<file path="config.mk">
export PLATFORM = sky130hd
export DESIGN_NAME = bpff_ctrl
export DESIGN_NICKNAME = d
export VERILOG_FILES = /design/src/bpff_pkg.sv /design/src/bpff_ctrl.sv
export SDC_FILE = /design/constraint.sdc
export NUM_CORES = 1
export LEC_CHECK = 0
export BUFFER_PORTS_ARGS = -buffer_cell sky130_fd_sc_hd__buf_2
export CORE_AREA = 2 2 39 41
export DETAILED_ROUTE_END_ITERATION = 10
export DIE_AREA = 0 0 41 43
export HOLD_SLACK_MARGIN = 0.15
export PLACE_DENSITY_LB_ADDON = 0.05
export SLEW_MARGIN = 10
export SYNTH_ARGS = -nofsm -noshare
export SYNTH_HDL_FRONTEND = slang
export SYNTH_SLANG_ARGS = --single-unit
export TNS_END_PERCENT = 100
</file>
<file path="constraint.sdc">
create_clock -name clock -period 2.7 [get_ports clock]
set_clock_uncertainty 0.2 [all_clocks]
set_input_delay 0.27 -clock clock [delete_from_list [all_inputs] [get_ports clock]]
set_output_delay 0.27 -clock clock [all_outputs]
set_load 0.005 [all_outputs]
</file>
<file path="src/bpff_pkg.sv">
// ----------------------------------------------------------------------------
// bpff_pkg
// Shared types and constants of the first-fit pool allocator: default pool
// size, field widths, controller states and the command and status groups
// between controller and datapath.
// ----------------------------------------------------------------------------
package bpff_pkg;

   localparam int DEF_POOL_UNITS = 4096;
   localparam int BYTE_W         = 16;
   localparam int NEED_W         = 13;
   localparam int UNIT_SHIFT     = 4;
   localparam int ROUND_ADD      = 15;
   localparam int OFFSET_UNITS_W = BYTE_W - UNIT_SHIFT;

   localparam logic OP_ALLOC = 1'b0;
   localparam logic OP_FREE  = 1'b1;

   typedef enum logic [2:0] {
      S_IDLE,
      S_WALK_RD,
      S_WALK_CHK,
      S_UNLINK,
      S_FREE_RD,
      S_FREE_WR,
      S_POST
   } state_type;

   typedef struct packed {
      logic load_req;
      logic mem_rd_cur;
      logic walk_advance;
      logic wr_prev_link;
      logic set_head_next;
      logic wr_cur_end;
      logic res_reuse;
      logic do_bump;
      logic mem_rd_free;
      logic do_free_link;
      logic res_fail;
      logic load_rsp;
   } cmd_type;

   typedef struct packed {
      logic req_is_free;
      logic walk_live;
      logic fits;
      logic prev_valid;
      logic free_ok;
      logic rsp_free;
   } status_type;

endpackage

</file>
<file path="src/bpff_ctrl.sv">
// ----------------------------------------------------------------------------
// bpff_ctrl
// Controller of the allocator: sequences the free-list walk, the unlink
// writes, the bump carve, the free push and the hand-off to the output
// register.
// ----------------------------------------------------------------------------
module bpff_ctrl import bpff_pkg::*; (
   input  logic       clock,
   input  logic       reset,
   input  logic       req_valid,
   output logic       req_ready,
   input  status_type status,
   output cmd_type    cmd
);

   state_type state_ff;
   state_type state_in;

   always_ff @(posedge clock) begin
      if (reset) begin
         state_ff <= S_IDLE;
      end else begin
         state_ff <= state_in;
      end
   end

   always_comb begin
      state_in  = state_ff;
      cmd       = '0;
      req_ready = 1'b0;
      unique case (state_ff)
         S_IDLE: begin
            req_ready = 1'b1;
            if (req_valid) begin
               cmd.load_req = 1'b1;
               state_in     = status.req_is_free ? S_FREE_RD : S_WALK_RD;
            end
         end
         S_WALK_RD: begin
            if (status.walk_live) begin
               cmd.mem_rd_cur = 1'b1;
               state_in       = S_WALK_CHK;
            end else begin
               cmd.do_bump = 1'b1;
               state_in    = S_POST;
            end
         end
         S_WALK_CHK: begin
            if (status.fits) begin
               if (status.prev_valid) begin
                  cmd.wr_prev_link = 1'b1;
                  state_in         = S_UNLINK;
               end else begin
                  cmd.set_head_next = 1'b1;
                  cmd.wr_cur_end    = 1'b1;
                  cmd.res_reuse     = 1'b1;
                  state_in          = S_POST;
               end
            end else begin
               cmd.walk_advance = 1'b1;
               state_in         = S_WALK_RD;
            end
         end
         S_UNLINK: begin
            cmd.wr_cur_end = 1'b1;
            cmd.res_reuse  = 1'b1;
            state_in       = S_POST;
         end
         S_FREE_RD: begin
            if (status.free_ok) begin
               cmd.mem_rd_free = 1'b1;
               state_in        = S_FREE_WR;
            end else begin
               cmd.res_fail = 1'b1;
               state_in     = S_POST;
            end
         end
         S_FREE_WR: begin
            cmd.do_free_link = 1'b1;
            state_in         = S_POST;
         end
         S_POST: begin
            if (status.rsp_free) begin
               cmd.load_rsp = 1'b1;
               state_in     = S_IDLE;
            end
         end
         default: begin
            state_in = S_IDLE;
         end
      endcase
   end

endmodule

</file>
==> results of run 1 <==
power by group:
part | internal [uW] | switching (uW)
clock network | 55.3 | 22.7
logic | 117 | 107
registers | 66.7 | 79.4
total | 239 | 209
final cells by class:
class                           instances  area, sq um  area share (%)
Tap cell                               16         20.0            4.38
Timing Repair Buffer                   23          125            27.4
Clock buffer                            4         26.3            5.75
Sequential cell                         3         60.1            13.2
Inverter                                1         3.75           0.822
Multi-Input combinational cell         38          221            48.5
kinds of logic (layout without fill, tap and decap cells):
| family | after synthesis | after routing | synth area share (%) |
|---|---|---|---|
| buffers and inverters | 6 | 28 | 13.5 |
| AO/OA/AOI/OAI | 12 | 12 | 24.6 |
| flip-flops | 3 | 3 | 18.5 |
| multiplexers | 1 | 1 | 3.08 |
| AND/OR/NAND/NOR | 25 | 25 | 40.4 |
cells in the mapped netlist, types with 2 or more instances:
cell and n:
buf_2 2, nand2_1 3, nor3_1 3, nand2b_1 4, a21oi_1 5, buf_6 2
dfxtp_1 3, nor2_1 10
metrics by stage:
step / std cells / util (%) / instance area [sq um] / hold WS [ns]
4_1_cts: 85 / 33.0 / 457 / 0.160
5_1_grt: 85 / 33.0 / 457 / 0.166
6_report: 85 / 33.0 / 457 / 0.168
2_1_floorplan: 47 / - / 325 / 0.142
3_3_place_gp: 79 / 29.7 / 410 / 0.283
3_5_place_dp: 79 / 29.7 / 410 / 0.281
per-layer routing:
metal / share of wire [%] / up-vias
met5: 0 / -
met4: 0 / 0
met3: 5.2 / 0
met2: 45 / 12
met1: 50 / 165
li1: - / 210
path summary, 6_finish.rpt:
path               start          end  slack (ns)  depth (start not counted)
min reg2reg  state_ff[0]  state_ff[2]        0.47                          2
min            status[0]  state_ff[2]        0.17                          3
max reg2reg  state_ff[1]  state_ff[1]        1.18                          4
max          state_ff[2]       cmd[3]        0.83                          3
timing repair:
| item | 4_1_cts | 5_1_grt |
|---|---|---|
| hold buffers | 2 | 0 |
| endpoints found under the hold margin | 3 | 0 |
| buffers inserted | 0 | 0 |
worst min-delay path: cells and delay by family:
family                 cells  cell delay (ns)
AO/OA/AOI/OAI              1             0.07
AND/OR/NAND/NOR            1             0.11
buffers and inverters      1             0.09
==> flow_summary.yaml, run 1 <==
setup_path:
  cp_num_buf_inv: 1
  path_class: "flip-flop to primary output"
  required_ns: 2.23
  cpPeakStageDelay_ns: 0.57
  path_delay_family: "flip-flops"
  arrival_ns: 1.40
  worstPathCellList: "nand2b_1, nor3b_2, buf_2"
  slowest_stage: "dfxtp_1"
  worst_setup_path_start_kind: "flip-flop"
  end_kind: "primary output"
  path_max_fanout: 12
timing:
  finalWorstSetupSlack_ns: 0.826
  finalSetupViolCount: 0
  rsz0062_at_grt: "no"
  worstMarginPinSlew_ns: 0.569
  finalCriticalPeriod_ns: 1.87
  final_max_slew_viol_count: 0
  hold_violations: 0
  clock.fmax_mhz: 534
  fin_setup_tns_ns: 0
  relSlewSlack_pct: 62.0
  fin_crit_sh_pct: 69.4
pwr:
  leakagePower_uw: 0.000225
  power_density_mw_per_mm2: 981
  vdd_drop_max_mv: 0.413
  power.total_uw: 448
synthesis:
  synth_area_leaders: "dfxtp_1, nor2_1, a21oi_1, nand2b_1, buf_6"
  syn-instance-count: 47
  avgSynthCellArea_sq_um: 6.92
  seq_area_frac_synth_pct: 18.5
  synth_nets: 56
  synth_seq_cells: 3
  ys.warnings.count: 0
  synth_top_area_share_pct: 18.5
  dominantRegCellSynth: "dfxtp_1"
  ys_async_sr_fraction_pct: 0
  synth.largest_area_cell: "dfxtp_1"
  synth_area_sq_um: 325
  synth_edf_count: 0
  ys_types: 23
floorplanning:
  io_pins: 22
  core-area_sq_mm: 0.00138
  fp.dieH_um: 43
  start_util_pct: 23.5
  placementRows: 14
  dieArea_sq_mm: 0.00176
  die_w_um: 41
cells_and_area:
  layout-drive-gt1-share_pct: 39.1
  nFillCells: 157
  area_growth_pct: 40.4
  n_antenna_cell: 0
  largest_reg_flops: 3
  layout_common_cells: "buf_2, nor2_1, a21oi_1"
  finalNetCount: 79
  reg.largest.list: "state_ff: 3 flops"
  largest-register: "state_ff"
  final_common_cell: "buf_2"
placed_design:
  io_buffers: 21
  dp_hpwl_um: 655
  pre_cts_ws_ns: 1.05
  routabilityCongestion: 0.609
clock_tree:
  cts-root-buf: "clkbuf_4"
  cts.reportedPaths.clkPinSlew_ns: 0.04
  clock-sinks: 3
  numCtsBuffers: 3
  cts_resized: 0
  htreeDepth: 1
  clk_latency_ns: 0.23
  cts_tree: "yes"
  cts_buffer_depth: 2
global_route:
  grt_max_degree: 17
  grt_pass1_wl_mm: 1.26
  track_usage_pct: 10.9
  gr-usage-met3_pct: 7.85
  grt_overflow: 0
  first_global_vias: 309
  use_met1_pct: 16.3
  grt-busiest-layer: "met1"
  grt_antenna_before_repair: 0
  grt_use_met2_pct: 12.5
routing:
  initialDrtViolationCount: 8
  wl_per_cell_um: 9.89
  antenna_left: 0
  routed_via_density: 4.55
  drc_errors: 0
  vias: 387
  first_pass_iters: 3
  routed_wl_um: 841
run_status:
  status: "complete, no violations"
job:
  max_cap_violations: 0
hold_path:
  hold_class: "input port to flip-flop"
Note: power is estimated with default switching activity, not from simulation.
==> run 2: changes to the inputs <==
==> constraint.sdc (replaced) <==
create_clock -name clock -period 1.8 [get_ports clock]
set_clock_uncertainty 0.2 [all_clocks]
set_input_delay 0.18 -clock clock [delete_from_list [all_inputs] [get_ports clock]]
set_output_delay 0.18 -clock clock [all_outputs]
set_load 0.005 [all_outputs]
==> flow_summary.yaml, run 2 (synthesized netlist as in run 1, its figures left out) <==
run_status:
  status: "complete, no violations"
cells_and_area:
  layout-drive-gt1-share_pct: 40.3
  layout_common_cells: "buf_2, nor2_1, a21oi_1"
  finalNetCount: 82
  n_antenna_cell: 0
  final_util_pct: 35.1
  area_growth_pct: 49.2
  reg.largest.list: "state_ff: 3 flops"
  largest_reg_flops: 3
  largest-register: "state_ff"
  final_common_cell: "buf_2"
  stdcell_count: 88
floorplanning:
  dieArea_sq_mm: 0.00176
  start_util_pct: 23.5
  core-area_sq_mm: 0.00138
  fp.dieH_um: 43
  placementRows: 14
  die_w_um: 41
  io_pins: 22
routing:
  drc_errors: 0
  routed_via_density: 4.58
  wl_per_cell_um: 9.72
  vias: 403
  first_pass_iters: 4
  antenna_left: 0
  routed_wl_um: 855
  initialDrtViolationCount: 7
placed_design:
  routabilityCongestion: 0.627
  place_inst: 80
  io_buffers: 21
  dp_hpwl_um: 673
setup_path:
  reg2reg_setup_slack_ns: 0.37
  r2r-start: "state_ff[1]"
  worst_setup_path_start_kind: "flip-flop"
  end_kind: "primary output"
  arrival_ns: 1.29
  r2r_end: "state_ff[1]"
  cpPeakStageDelay_ns: 0.62
  path_max_fanout: 14
  worstPathCellList: "buf_4, nand2_1, nor2_1, buf_2"
  slowest_stage: "dfxtp_1"
  path_delay_family: "flip-flops"
  ff2ff_path_depth: 4
  path_class: "flip-flop to primary output"
  required_ns: 1.42
  cp_num_buf_inv: 2
clock_tree:
  numCtsBuffers: 3
  cts_buffer_depth: 2
  htreeDepth: 1
  cts_tree: "yes"
  cts.reportedPaths.clkPinSlew_ns: 0.04
  clk_latency_ns: 0.23
  clock-sinks: 3
  cts-root-buf: "clkbuf_4"
pwr:
  vdd_drop_max_mv: 0.581
  internal_power_uw: 377
  p_switching_uw: 319
  pwr-share-clk_pct: 16.7
  comb_power_share_pct: 52.2
  power_density_mw_per_mm2: 1430
  leakagePower_uw: 0.000239
  seq_power_share_pct: 31.1
  p_sw_share_pct: 45.8
timing:
  finalCriticalPeriod_ns: 1.67
  clock.fmax_mhz: 598
  fin_crit_sh_pct: 92.9
  final_max_slew_viol_count: 0
  fin_setup_tns_ns: 0
  hold_violations: 0
  finalSetupViolCount: 0
  relSlewSlack_pct: 66.9
  worstMarginPinSlew_ns: 0.496
  rsz0062_at_grt: "no"
global_route:
  grt_overflow: 0
  grt_max_degree: 15
  track_usage_pct: 11.1
  grt_antenna_before_repair: 0
  first_global_vias: 356
  grt_pass1_wl_mm: 1.36
hold_path:
  hp-start: "status[5]"
  hold_path_end: "state_ff[0]"
  hold_class: "input port to flip-flop"
  min_path_cells: 4
job:
  max_cap_violations: 0
run 2: cell types whose count changed in the layout (fill, tap and decap cells not counted):
| cell | delta |
|---|---|
| buf_4 | +1 |
| dfxtp_2 | +1 |
| dfxtp_1 | -1 |
| dlygate4sd3_1 | +2 |
run 2: metal layers:
layer,global-route usage (%),routed length (um)
met2,16.6,415
met4,8.00,0
met1,13.8,385
met3,1.57,54
met5,0,0
run 2: timing repair:
action                                  4_1_cts  5_1_grt
gates resized for setup                       0        1
endpoints found under the hold margin         3        0
setup buffers                                 0        0
hold buffers                                  4        0
endpoints found under the setup margin        0        1
run 2: metrics by stage:
stage	worst slack, ns	area (sq um)	hold WS (ns)	total power, uW
2_1_floorplan	0.590	325	0.0524	490
3_3_place_gp	0.244	418	0.198	586
3_5_place_dp	0.265	418	0.199	576
4_1_cts	0.0171	484	0.187	704
5_1_grt	0.0360	485	0.198	770
6_report	0.127	485	0.187	696
run 2: final cells by class:
class	count	area [sq um]
Clock buffer	4	26.3
Fill cell	168	898
Inverter	1	3.75
Multi-Input combinational cell	38	221
Sequential cell	3	61.3
Tap cell	16	20.0
Timing Repair Buffer	26	153
run 2: power by group through the flow:
stage	registers, uW	clock network [uW]	logic (uW)
finish	217	116	363
detailed placement	214	0	362
global placement	217	0	369
CTS	212	121	370
floorplan	113	0	376
global route	229	129	413
run 2: worst max-delay path by stage:
| stage | from | to | slack [ns] | cells after the start |
|---|---|---|---|---|
| 5_1_grt | state_ff[1] | cmd[10] | 0.04 | 3 |
| 2_1_floorplan | state_ff[2] | cmd[6] | 0.59 | 4 |
| 4_1_cts | state_ff[2] | cmd[3] | 0.02 | 3 |
| 6_report | state_ff[1] | cmd[0] | 0.13 | 4 |
| 3_5_place_dp | state_ff[2] | cmd[3] | 0.26 | 3 |
| 3_3_place_gp | state_ff[2] | cmd[3] | 0.24 | 3 |
run 2: tightest hold or removal path: stages:
cell and delay, ns:
buf_2 0.09, mux2i_1 0.06, a21oi_1 0.18, nor2_1 0.07
